## config.mk

```make
export PLATFORM = sky130hd
export DESIGN_NAME = seeded_cyclic_permutation_generator_core
export DESIGN_NICKNAME = d
export VERILOG_FILES = /design/src/rtl/scpg_pkg.sv /design/src/rtl/scpg_front.sv /design/src/rtl/scpg_back.sv /design/src/rtl/seeded_cyclic_permutation_generator_core.sv
export SDC_FILE = /design/constraint.sdc
export NUM_CORES = 2
export LEC_CHECK = 0
export ABC_AREA = 1
export ABC_CLOCK_PERIOD_IN_PS = 14400
export BUFFER_PORTS_ARGS = -buffer_cell sky130_fd_sc_hd__buf_2
export CAP_MARGIN = 25
export CORE_ASPECT_RATIO = 0.8
export CORE_UTILIZATION = 53
export DETAILED_ROUTE_END_ITERATION = 8
export GPL_TIMING_DRIVEN = 1
export PLACE_DENSITY = 0.65
export SLEW_MARGIN = 20
export SYNTH_ARGS = -nofsm -noshare
export SYNTH_HDL_FRONTEND = slang
export SYNTH_SLANG_ARGS = --single-unit
```

## constraint.sdc

```tcl
create_clock -name clock -period 14.4 [get_ports clock]
set_input_delay 0 -clock clock [delete_from_list [all_inputs] [get_ports clock]]
set_output_delay 0 -clock clock [all_outputs]
set_load 0.05 [all_outputs]
```

## src/rtl/scpg_pkg.sv

```systemverilog
package scpg_pkg;

   // Field widths
   localparam int SEED_W = 31;
   localparam int LEN_W  = 7;
   localparam int POS_W  = 6;

   // MINSTD Lehmer generator
   localparam int MULT_W = 16;
   localparam int PROD_W = SEED_W + MULT_W;
   localparam logic [MULT_W-1:0] LEHMER_MULT = 16'd48271;
   localparam logic [SEED_W-1:0] LEHMER_MOD  = 31'h7FFF_FFFF;

   // Remainder unit: two dividend bits per cycle over a 32-bit word
   localparam int DIV_W    = 32;
   localparam int DCNT_W   = 4;
   localparam logic [DCNT_W-1:0] DCNT_LAST = 4'd15;

   // One shuffle job handed from the front to the back
   typedef struct packed {
      logic [SEED_W-1:0] seed;
      logic [LEN_W-1:0]  len;
   } task_type;

   // One result item
   typedef struct packed {
      logic [POS_W-1:0] position;
      logic [POS_W-1:0] element;
      logic             last;
   } result_type;

endpackage

```

## src/rtl/scpg_front.sv

```systemverilog
module scpg_front
   import scpg_pkg::*;
#(
   parameter int MAX_LEN = 64
) (
   input  logic              clock,
   input  logic              reset,
   input  logic              push,
   output logic              full,
   input  logic [SEED_W-1:0] req_start_seed,
   input  logic [LEN_W-1:0]  req_perm_length,
   output logic              task_valid,
   output task_type          task_data,
   input  logic              task_pop
);

   localparam int QDEPTH = 2;

   task_type        q_mem [QDEPTH];
   logic            wptr_ff, wptr_in;
   logic            rptr_ff, rptr_in;
   logic [1:0]      cnt_ff, cnt_in;
   logic [LEN_W-1:0] len_sat;
   logic            accept;
   logic            enq;
   logic            deq;

   // Clamp the length; zero-length items produce nothing and are dropped
   assign len_sat = (req_perm_length > LEN_W'(MAX_LEN)) ? LEN_W'(MAX_LEN) : req_perm_length;
   assign full    = (cnt_ff == 2'(QDEPTH));
   assign accept  = push && !full;
   assign enq     = accept && (len_sat != '0);
   assign deq     = task_pop && task_valid;

   assign task_valid = (cnt_ff != 2'd0);
   assign task_data  = q_mem[rptr_ff];

   // Pointer and count update
   always_comb begin
      wptr_in = wptr_ff;
      rptr_in = rptr_ff;
      cnt_in  = cnt_ff;
      if (enq) begin
         wptr_in = ~wptr_ff;
      end
      if (deq) begin
         rptr_in = ~rptr_ff;
      end
      case ({enq, deq})
         2'b10:   cnt_in = cnt_ff + 2'd1;
         2'b01:   cnt_in = cnt_ff - 2'd1;
         default: cnt_in = cnt_ff;
      endcase
   end

   always_ff @(posedge clock) begin
      if (reset) begin
         wptr_ff <= 1'b0;
         rptr_ff <= 1'b0;
         cnt_ff  <= 2'd0;
      end else begin
         wptr_ff <= wptr_in;
         rptr_ff <= rptr_in;
         cnt_ff  <= cnt_in;
      end
   end

   // Queue storage
   always_ff @(posedge clock) begin
      if (enq) begin
         q_mem[wptr_ff] <= '{seed: req_start_seed, len: len_sat};
      end
   end

endmodule

```

## src/rtl/scpg_back.sv

```systemverilog
module scpg_back
   import scpg_pkg::*;
#(
   parameter int MAX_LEN = 64
) (
   input  logic       clock,
   input  logic       reset,
   input  logic       task_valid,
   input  task_type   task_data,
   output logic       task_pop,
   output result_type rsp_data,
   output logic       rsp_empty,
   input  logic       rsp_pop
);

   localparam int AW       = (MAX_LEN > 1) ? $clog2(MAX_LEN) : 1;
   localparam int OQ_DEPTH = 4;
   localparam int OQ_AW    = 2;
   localparam int OQ_CW    = 3;

   localparam logic [3:0] ST_IDLE = 4'd0;
   localparam logic [3:0] ST_INIT = 4'd1;
   localparam logic [3:0] ST_MUL  = 4'd2;
   localparam logic [3:0] ST_FOLD = 4'd3;
   localparam logic [3:0] ST_DIV  = 4'd4;
   localparam logic [3:0] ST_RDI  = 4'd5;
   localparam logic [3:0] ST_RDJ  = 4'd6;
   localparam logic [3:0] ST_WRI  = 4'd7;
   localparam logic [3:0] ST_WRJ  = 4'd8;
   localparam logic [3:0] ST_OUT  = 4'd9;

   // Index store
   logic [POS_W-1:0] store_mem [MAX_LEN];
   logic [POS_W-1:0] rd_data_ff;
   logic             mem_we, mem_re;
   logic [AW-1:0]    mem_waddr, mem_raddr;
   logic [POS_W-1:0] mem_wdata;

   logic [3:0]        state_ff, state_in;
   logic [SEED_W-1:0] seed_ff, seed_in;
   logic [LEN_W-1:0]  len_ff, len_in;
   logic [LEN_W-1:0]  k_ff, k_in;
   logic [AW-1:0]     pos_ff, pos_in;
   logic [PROD_W-1:0] prod_ff, prod_in;
   logic [DIV_W-1:0]  div_ff, div_in;
   logic [POS_W-1:0]  rem_ff, rem_in;
   logic [DCNT_W-1:0] dcnt_ff, dcnt_in;
   logic [POS_W-1:0]  item_ff, item_in;

   // Read in flight toward the output queue
   logic              ovld_ff, ovld_in;
   logic [POS_W-1:0]  opos_ff, opos_in;
   logic              olast_ff, olast_in;

   // Output queue
   result_type        oq_mem [OQ_DEPTH];
   logic [OQ_AW-1:0]  oq_wptr_ff, oq_rptr_ff;
   logic [OQ_CW-1:0]  oq_cnt_ff, oq_cnt_in;
   logic              oq_push, oq_pop;

   logic [LEN_W-1:0]  len_m1;
   logic [DIV_W-1:0]  fold_sum;
   logic [SEED_W-1:0] fold_seed;
   logic [LEN_W-1:0]  dvsr;
   logic [LEN_W-1:0]  r1, r1s, r2, r2s;
   logic              issue;

   assign len_m1 = len_ff - LEN_W'(1);

   // Mersenne fold of the product: hi + lo, then one conditional subtract
   assign fold_sum  = {1'b0, prod_ff[SEED_W-1:0]} + DIV_W'(prod_ff[PROD_W-1:SEED_W]);
   assign fold_seed = (fold_sum >= {1'b0, LEHMER_MOD}) ?
                      SEED_W'(fold_sum - {1'b0, LEHMER_MOD}) : fold_sum[SEED_W-1:0];

   // Two restoring remainder steps per cycle, divisor is the current position
   assign dvsr = LEN_W'(pos_ff);
   assign r1   = {rem_ff, div_ff[DIV_W-1]};
   assign r1s  = (r1 >= dvsr) ? (r1 - dvsr) : r1;
   assign r2   = {r1s[POS_W-1:0], div_ff[DIV_W-2]};
   assign r2s  = (r2 >= dvsr) ? (r2 - dvsr) : r2;

   // Room in the output queue for one more read
   assign issue = ((oq_cnt_ff + OQ_CW'(ovld_ff)) < OQ_CW'(OQ_DEPTH));

   // Sequencer
   always_comb begin
      state_in  = state_ff;
      seed_in   = seed_ff;
      len_in    = len_ff;
      k_in      = k_ff;
      pos_in    = pos_ff;
      prod_in   = prod_ff;
      div_in    = div_ff;
      rem_in    = rem_ff;
      dcnt_in   = dcnt_ff;
      item_in   = item_ff;
      ovld_in   = 1'b0;
      opos_in   = opos_ff;
      olast_in  = olast_ff;
      task_pop  = 1'b0;
      mem_we    = 1'b0;
      mem_waddr = k_ff[AW-1:0];
      mem_wdata = k_ff[POS_W-1:0];
      mem_re    = 1'b0;
      mem_raddr = pos_ff;
      case (state_ff)
         ST_IDLE: begin
            if (task_valid) begin
               task_pop = 1'b1;
               seed_in  = task_data.seed;
               len_in   = task_data.len;
               k_in     = '0;
               state_in = ST_INIT;
            end
         end
         ST_INIT: begin
            mem_we = 1'b1;
            k_in   = k_ff + LEN_W'(1);
            if (k_ff == len_m1) begin
               if (len_ff == LEN_W'(1)) begin
                  k_in     = '0;
                  state_in = ST_OUT;
               end else begin
                  pos_in   = len_m1[AW-1:0];
                  state_in = ST_MUL;
               end
            end
         end
         ST_MUL: begin
            prod_in  = PROD_W'(seed_ff) * PROD_W'(LEHMER_MULT);
            state_in = ST_FOLD;
         end
         ST_FOLD: begin
            seed_in  = fold_seed;
            div_in   = {1'b0, fold_seed};
            rem_in   = '0;
            dcnt_in  = '0;
            state_in = ST_DIV;
         end
         ST_DIV: begin
            rem_in  = r2s[POS_W-1:0];
            div_in  = {div_ff[DIV_W-3:0], 2'b00};
            dcnt_in = dcnt_ff + DCNT_W'(1);
            if (dcnt_ff == DCNT_LAST) begin
               state_in = ST_RDI;
            end
         end
         ST_RDI: begin
            mem_re   = 1'b1;
            state_in = ST_RDJ;
         end
         ST_RDJ: begin
            item_in   = rd_data_ff;
            mem_re    = 1'b1;
            mem_raddr = rem_ff[AW-1:0];
            state_in  = ST_WRI;
         end
         ST_WRI: begin
            mem_we    = 1'b1;
            mem_waddr = pos_ff;
            mem_wdata = rd_data_ff;
            state_in  = ST_WRJ;
         end
         ST_WRJ: begin
            mem_we    = 1'b1;
            mem_waddr = rem_ff[AW-1:0];
            mem_wdata = item_ff;
            if (pos_ff == AW'(1)) begin
               k_in     = '0;
               state_in = ST_OUT;
            end else begin
               pos_in   = pos_ff - AW'(1);
               state_in = ST_MUL;
            end
         end
         ST_OUT: begin
            mem_raddr = k_ff[AW-1:0];
            if (issue) begin
               mem_re   = 1'b1;
               ovld_in  = 1'b1;
               opos_in  = k_ff[POS_W-1:0];
               olast_in = (k_ff == len_m1);
               k_in     = k_ff + LEN_W'(1);
               if (k_ff == len_m1) begin
                  state_in = ST_IDLE;
               end
            end
         end
         default: begin
            state_in = ST_IDLE;
         end
      endcase
   end

   always_ff @(posedge clock) begin
      if (reset) begin
         state_ff <= ST_IDLE;
         ovld_ff  <= 1'b0;
      end else begin
         state_ff <= state_in;
         ovld_ff  <= ovld_in;
      end
   end

   always_ff @(posedge clock) begin
      seed_ff  <= seed_in;
      len_ff   <= len_in;
      k_ff     <= k_in;
      pos_ff   <= pos_in;
      prod_ff  <= prod_in;
      div_ff   <= div_in;
      rem_ff   <= rem_in;
      dcnt_ff  <= dcnt_in;
      item_ff  <= item_in;
      opos_ff  <= opos_in;
      olast_ff <= olast_in;
   end

   // Store: one write port, one registered read port
   always_ff @(posedge clock) begin
      if (mem_we) begin
         store_mem[mem_waddr] <= mem_wdata;
      end
      if (mem_re) begin
         rd_data_ff <= store_mem[mem_raddr];
      end
   end

   // Output queue
   assign oq_push   = ovld_ff;
   assign rsp_empty = (oq_cnt_ff == '0);
   assign oq_pop    = rsp_pop && !rsp_empty;
   assign rsp_data  = oq_mem[oq_rptr_ff];

   always_comb begin
      case ({oq_push, oq_pop})
         2'b10:   oq_cnt_in = oq_cnt_ff + OQ_CW'(1);
         2'b01:   oq_cnt_in = oq_cnt_ff - OQ_CW'(1);
         default: oq_cnt_in = oq_cnt_ff;
      endcase
   end

   always_ff @(posedge clock) begin
      if (reset) begin
         oq_wptr_ff <= '0;
         oq_rptr_ff <= '0;
         oq_cnt_ff  <= '0;
      end else begin
         oq_cnt_ff <= oq_cnt_in;
         if (oq_push) begin
            oq_wptr_ff <= oq_wptr_ff + OQ_AW'(1);
         end
         if (oq_pop) begin
            oq_rptr_ff <= oq_rptr_ff + OQ_AW'(1);
         end
      end
   end

   always_ff @(posedge clock) begin
      if (oq_push) begin
         oq_mem[oq_wptr_ff] <= '{position: opos_ff, element: rd_data_ff, last: olast_ff};
      end
   end

endmodule

```

## src/rtl/seeded_cyclic_permutation_generator_core.sv

```systemverilog
// Channel    Handshake        Payload
// request    push / full      req_start_seed[30:0], req_perm_length[6:0]
// response   pop / empty      rsp_position[5:0], rsp_element[5:0], rsp_last
//
// A run of length n loads the identity into the store, then does one swap step
// per position from n-1 down to 1 (multiply, Mersenne fold, remainder unit at
// two bits per cycle, two reads and two writes on the store), then issues one
// output item per cycle while the output queue has room.
// A two-entry request queue lets the next item be accepted during a run.
// Reset is synchronous; the store holds no reset value and needs no clearing.
// Zero-length items are accepted and produce no output.
module seeded_cyclic_permutation_generator_core
   import scpg_pkg::*;
#(
   parameter int MAX_LEN = 64
) (
   input  logic              clock,
   input  logic              reset,
   input  logic              push,
   output logic              full,
   input  logic [SEED_W-1:0] req_start_seed,
   input  logic [LEN_W-1:0]  req_perm_length,
   output logic              empty,
   input  logic              pop,
   output logic [POS_W-1:0]  rsp_position,
   output logic [POS_W-1:0]  rsp_element,
   output logic              rsp_last
);

   logic       task_valid;
   logic       task_pop;
   task_type   task_data;
   result_type rsp_data;

   // Front: accepts, clamps and queues requests
   scpg_front #(
      .MAX_LEN(MAX_LEN)
   ) u_front (
      .clock           (clock),
      .reset           (reset),
      .push            (push),
      .full            (full),
      .req_start_seed  (req_start_seed),
      .req_perm_length (req_perm_length),
      .task_valid      (task_valid),
      .task_data       (task_data),
      .task_pop        (task_pop)
   );

   // Back: shuffle engine and output queue
   scpg_back #(
      .MAX_LEN(MAX_LEN)
   ) u_back (
      .clock      (clock),
      .reset      (reset),
      .task_valid (task_valid),
      .task_data  (task_data),
      .task_pop   (task_pop),
      .rsp_data   (rsp_data),
      .rsp_empty  (empty),
      .rsp_pop    (pop)
   );

   assign rsp_position = rsp_data.position;
   assign rsp_element  = rsp_data.element;
   assign rsp_last     = rsp_data.last;

   // Results stay inside the permutation range
   a_range: assert property (@(posedge clock) disable iff (reset)
      !empty |-> ((32'(rsp_position) < MAX_LEN) && (32'(rsp_element) < MAX_LEN)))
      else $error("result outside permutation range");

   // Positions within a run are consecutive
   a_seq: assert property (@(posedge clock) disable iff (reset)
      (pop && !empty && !rsp_last ##1 !empty) |-> (rsp_position == $past(rsp_position) + 6'd1))
      else $error("position skipped or repeated");

   // A new run starts at position zero
   a_wrap: assert property (@(posedge clock) disable iff (reset)
      (pop && !empty && rsp_last ##1 !empty) |-> (rsp_position == '0))
      else $error("run did not start at position zero");

   // A cyclic permutation of two or more elements has no fixed point
   a_no_fixed: assert property (@(posedge clock) disable iff (reset)
      (!empty && !(rsp_last && (rsp_position == '0))) |-> (rsp_element != rsp_position))
      else $error("fixed point in cyclic permutation");

endmodule
```

# Yosys cells after proc, flatten, opt, wreduce, memory -nomap -nowiden
# Memory sizes are Yosys's and may differ from the RTL's. A register that Yosys moved wholly into a read port is not among the register bits.
# Cells that the tools add are included.
# totals
register_bits	169
mem_bits_rw	512
input_bits	42
elab_cells	144
mem_count	3
# op_classes
add_sub_neg	15
multipliers	1
order_cmp	5
eq_ne	26
n_mux	47
bitwise	3
n_reduce_logical	25
# memory_table
name	words	word_bits	rd	rd_clocked_by_memory_dff	write_ports	line	rtl
u_back.store_mem	64	6	1	1	1	scpg_back.sv:33	logic [POS_W-1:0] store_mem [MAX_LEN];
u_front.q_mem	2	38	1	1	1	scpg_front.sv:19	task_type q_mem [QDEPTH];
u_back.oq_mem	4	13	1	1	1	scpg_back.sv:56	result_type oq_mem [OQ_DEPTH];
# ops
operator	n
$pmux 32 s2	1
$mux 31	2
$pmux 31 s2	1
$pmux 6 s2	5
$mul 31x16->47 const B	1
$mux 7	6
$pmux 4 s10	1
$add 31x16->32	1
$ge 32x31->1 const B	1
$sub 31x31->31 const B	1
$mux 6	5
$mux 4	7
$pmux 7 s4	1
$eq 4x3->1 const B	4
$ge 7x6->1	2
$eq 4x4->1 const B	3
$mux 1	12
$reduce_bool 2->1	6
$sub 6x6->6	2
$ne 2x1->1 const B	5
$eq 4x2->1 const B	2
$pmux 4 s2	1
$reduce_and 4->1	2
$add 7x1->7 const B	1
other kinds (32)	49

# Logic depth before layout (Yosys ltp)
# depth
ltp_word	6
depth_mapped	23

# By module
# A second synthesis with hierarchy kept.
# hier_totals
hier_cells	3918
area_unflattened_um2	40338.7
# modules_own_cells
mod	n_inst	cells_per_inst	area_each_um2
scpg_back	1	3747	37206.9
scpg_front	1	171	3131.8

# Worst setup path after synthesis
# Ideal clock, no wire load.
# synth_timing
path_kind	register to register
startpoint	reg u_back.seed_ff[5]
endpoint	reg u_back.prod_ff[33] (data pin)
setup_ns	0.265
t_arrival_ns	5.252
t_required_ns	14.135
setup_slack_ns	8.883
stages_incl_launch_ff	21
n_path_buf	0
period_less_slack_ns	5.517
path_cell_list	edfxtp_1 inv_1 fa_1 fa_1 inv_1 fa_1 fa_1 fa_1 inv_1 fa_1 inv_1 ha_1 a21oi_1 inv_1 a21oi_1 nor2_1 nor3_1 o21ai_0 a21oi_1 o21ai_0 xor2_1
# synth_between
elab_chain_len	1
# synth_rtl
element	line	rtl
from (decl)	scpg_back.sv:40	logic [SEED_W-1:0] seed_ff, seed_in;
from (signal assigned)	scpg_back.sv:206	seed_ff <= seed_in;
$mul 31x16->47	scpg_back.sv:130	prod_in = PROD_W'(seed_ff) * PROD_W'(LEHMER_MULT);
to (signal assigned)	scpg_back.sv:210	prod_ff <= prod_in;
to (decl)	scpg_back.sv:44	logic [PROD_W-1:0] prod_ff, prod_in;
# Every way passes these cells.
# A chain may end at the register's enable or synchronous reset.

# Worst setup path in the final report
# layout_timing
startpoint	reg u_back.seed_ff[8]
endpoint	reg u_back.prod_ff[30] (data pin)
# Same word-level chain as after synthesis.

==> impl_results.md <==
* Area used by multi-input combinational logic at 17430 um^2
* Overall routed net length at 108000 um
* Y dimension of the die at 249.0 um
* Class of the most critical setup path: reg -> reg
* Kind of end point of the critical path: register
* Count of antenna-violating nets left after detailed routing at 0
* Post-CTS Hold Fix Bufs at 43
* Estimated wirelength of the detail-placed design at 78040 um
* Starting DRC count in detailed routing at 3458
* Max frequency at 161.4 MHz
* Number of levels the H-tree was split into at 3
* Post-synth design cell area at 40420 um^2
* Buffers added on ports at 56
* Sequential share of the synthesized area at 50.79%
* Maximum number of pins on one net before global-route repair at 144
* Cell Rows at 90
* Routing usage on met2 at 36.26%
* Max-slew violations at 0
* Die Span X at 310.8 um
* Worst-Skew Late Latency at 0.64 ns
* Max-slew headroom at 30.03%
* Required time at the endpoint of the critical path at 14.76 ns
* Post-synthesis area per instance at 10.00 um^2
* Average vias per placed instance at 5.533
* Data arrival time of the critical path at 6.56 ns
* Aggregate global routing overflow at 0
* Warnings, synthesis at 0
* Share of final-layout standard cells stronger than drive strength 1 at 6.195%
* Met3 usage at 9.732%
* CTS tree: yes
* Cells after synthesis at 4042
* Register bit total from synthesis at 690
* Relative area change from synthesis to final layout at 9.824%
* Clk pin slew, worst setup/hold paths at 0.06 ns
* Critical path peak fanout at 6
* Crit path launch type: register
* Post-layout nets at 4594
* Most crowded layer after global routing: met1
* Clock buffer count from CTS at 70
* Average wire length per cell after detail routing at 20.79 um
* Number of enable-type register cells in the synthesized netlist at 671
* Share of flip-flops with an asynchronous set or reset at 0%
* Worst Clk Skew at 0.04326 ns
* Maximum buffer depth of the clock tree at 3
* Post-cts sizing count at 0
* Initial antenna violation count at 3
* Die outline area at 77390 um^2
* # DRC at 0
* Final period utilization at 43.01%
* I/O pin cnt at 57
* Pre-Repair DR Iteration Count at 6
* Routed via count at 28740
* Slew at the pin with the worst max-slew slack at 1.042 ns
* Time the worst path needs with I/O delays and setup at 6.194 ns
* Library cells used by synthesis at 53
* Number of sinks handled by clock tree synthesis at 690
* Max-cap violation count at 0
* Overall fraction of global-route tracks in use at 28.05%
* Final setup violation count at 0
* Met1 Usage GRT at 44.40%
* Sequential cell area in the final layout at 20530 um^2
* Hold Path Class: in -> reg
* Unrepaired setup endpoints after global routing: false
* Area of the core region at 75450 um^2
* Flip-flop cell with the highest count after synthesis: sky130_fd_sc_hd__edfxtp_1
* First-pass GRT wire length at 164400 um
* Weighted congestion at the end of routability-driven global placement at 1.012
* Total Neg Setup Slack at 0 ns
* Initial cell density of the core at 53.58%
* Clock root buffer: sky130_fd_sc_hd__clkbuf_16
* Via count of the first global-routing pass at 27310
* Final Hold Violating Endpoints at 0
* Count of buffers added by post-CTS timing repair for setup at 0
* Fill cell instance count of the final layout at 6399
* Outcome: completed
* Mapped Nets at 4505
==> metrics by stage <==
| stage | area (um^2) | utilization [%] | hold slack (ns) | setup slack, ns | instances |
|---|---|---|---|---|---|
| after floorplan | 40420 | - | 0.06941 | 8.883 | 4042 |
| after global placement | 41750 | 55.33 | 0.1878 | 8.325 | 5026 |
| after detailed placement | 41760 | 55.35 | 0.1910 | 8.297 | 5027 |
| after CTS | 44370 | 58.81 | 0.05151 | 8.280 | 5192 |
| after global routing | 44390 | 58.84 | 0.08030 | 7.910 | 5193 |
| final | 44400 | 58.84 | 0.08566 | 8.206 | 5194 |
==> critical path, stage by stage (launching register included) <==
cell	delay, ns
sky130_fd_sc_hd__edfxtp_1	0.53
sky130_fd_sc_hd__inv_1	0.16
sky130_fd_sc_hd__fa_1	0.63
sky130_fd_sc_hd__inv_1	0.07
sky130_fd_sc_hd__fa_1	0.46
sky130_fd_sc_hd__fa_1	0.48
sky130_fd_sc_hd__fa_1	0.51
sky130_fd_sc_hd__fa_1	0.55
sky130_fd_sc_hd__inv_1	0.06
sky130_fd_sc_hd__fa_1	0.53
sky130_fd_sc_hd__inv_1	0.05
sky130_fd_sc_hd__ha_1	0.39
sky130_fd_sc_hd__a21oi_1	0.27
sky130_fd_sc_hd__inv_1	0.10
sky130_fd_sc_hd__a31oi_1	0.26
sky130_fd_sc_hd__o211ai_1	0.19
sky130_fd_sc_hd__a21oi_1	0.21
sky130_fd_sc_hd__o21ai_0	0.16
sky130_fd_sc_hd__nand2_1	0.10
sky130_fd_sc_hd__nand2_1	0.07
sky130_fd_sc_hd__xor2_1	0.15
==> state kept, by name (all words and copies together) (netlist names), 3 cells and up, named ones only <==
name	count
u_back.dcnt_ff	4
u_back.div_ff	32
u_back.item_ff	6
u_back.k_ff	7
u_back.len_ff	7
u_back.opos_ff	6
u_back.oq_cnt_ff	3
u_back.oq_mem	52
u_back.pos_ff	6
u_back.prod_ff	47
u_back.rd_data_ff	6
u_back.rem_ff	6
u_back.seed_ff	31
u_back.state_ff	4
u_back.store_mem	384
u_front.q_mem	76
==> cell families (layout without fill, tap and decap cells) <==
logic type | Yosys count | after routing | synth area share (%)
xor gates and xnor gates | 87 | 87 | 1.956
DFF | 690 | 690 | 50.79
adders and majority gates | 421 | 421 | 16.60
and+or+nand+nor | 1701 | 1701 | 17.27
AOI/OAI and AO/OA | 495 | 495 | 7.119
muxes | 2 | 2 | 0.04953
other | 0 | 1 | 0
buffers and inverters | 646 | 785 | 6.224
==> cells in the final DEF (no fill, tap or decap), types with 19 or more instances in the layout <==
master | synthesis | layout
sky130_fd_sc_hd__nand2_1 | 908 | 907
sky130_fd_sc_hd__edfxtp_1 | 671 | 671
sky130_fd_sc_hd__inv_1 | 524 | 522
sky130_fd_sc_hd__nor2_1 | 449 | 445
sky130_fd_sc_hd__o21ai_0 | 233 | 233
sky130_fd_sc_hd__ha_1 | 229 | 229
sky130_fd_sc_hd__nand3_1 | 229 | 228
sky130_fd_sc_hd__fa_1 | 192 | 192
sky130_fd_sc_hd__a21oi_1 | 100 | 98
sky130_fd_sc_hd__o211ai_1 | 87 | 87
sky130_fd_sc_hd__clkbuf_16 | 0 | 72
sky130_fd_sc_hd__xor2_1 | 57 | 57
sky130_fd_sc_hd__buf_2 | 33 | 56
sky130_fd_sc_hd__dlygate4sd3_1 | 0 | 43
sky130_fd_sc_hd__nand2_2 | 29 | 30
sky130_fd_sc_hd__buf_4 | 7 | 29
sky130_fd_sc_hd__xnor2_1 | 27 | 27
sky130_fd_sc_hd__o22ai_1 | 23 | 23
sky130_fd_sc_hd__nor3_1 | 21 | 21
sky130_fd_sc_hd__nand4_1 | 20 | 20
sky130_fd_sc_hd__dfxtp_1 | 19 | 19
==> final timing paths <==
kind	startpoint	endpoint	slack (ns)	cells past startpoint
max	u_back.seed_ff[8]	u_back.prod_ff[30]	8.21	20
min	req_start_seed[15]	u_front.q_mem[0][22]	0.09	2
max reg2reg	u_back.seed_ff[8]	u_back.prod_ff[30]	8.21	20
min reg2reg	u_front.rptr_ff	register	0.45	1
==> Yosys cell counts, drive strengths merged, types with 5 or more instances <==
master  instances  area, um^2
inv           531        1993
fa            192        3844
buf            46       264.0
a21oi         102       533.0
clkbuf         68       255.2
o21a            5       37.54
xor2           59       531.8
o211ai         87       653.1
o22ai          24       156.4
a221o           5       50.05
nand3b          5       37.54
dfxtp          19       380.4
o21ai         234        1175
edfxtp        671       20150
ha            229        2865
a21o            5       37.54
nor3           21       105.1
nand3         235        1214
nor2          461        1765
a31oi          16       100.1
nor4           12       75.07
xnor2          27       236.5
nand2         938        3601
nand4          20       125.1
==> per-layer routing <==
layer	share of wire (%)	wire length [um]	vias to the layer above
met5	0.086	93	-
met1	48	51490	13690
met2	39	41610	1244
li1	-	-	13690
met3	12	12760	119
met4	1.9	2050	2
==> layout make-up <==
| class | count | area share, % |
|---|---|---|
| diodes | 1 | 0.005637 |
| multi-input cells | 2706 | 39.27 |
| well taps | 1012 | 2.852 |
| inverters | 532 | 4.498 |
| clock inverters | 35 | 0.7299 |
| flip-flops and latches | 690 | 46.24 |
| repair buffers | 131 | 2.215 |
| clock buffers | 87 | 4.185 |
Power is not shown: default switching activity piles up to over one toggle a cycle in this logic, so the estimate is an artifact.
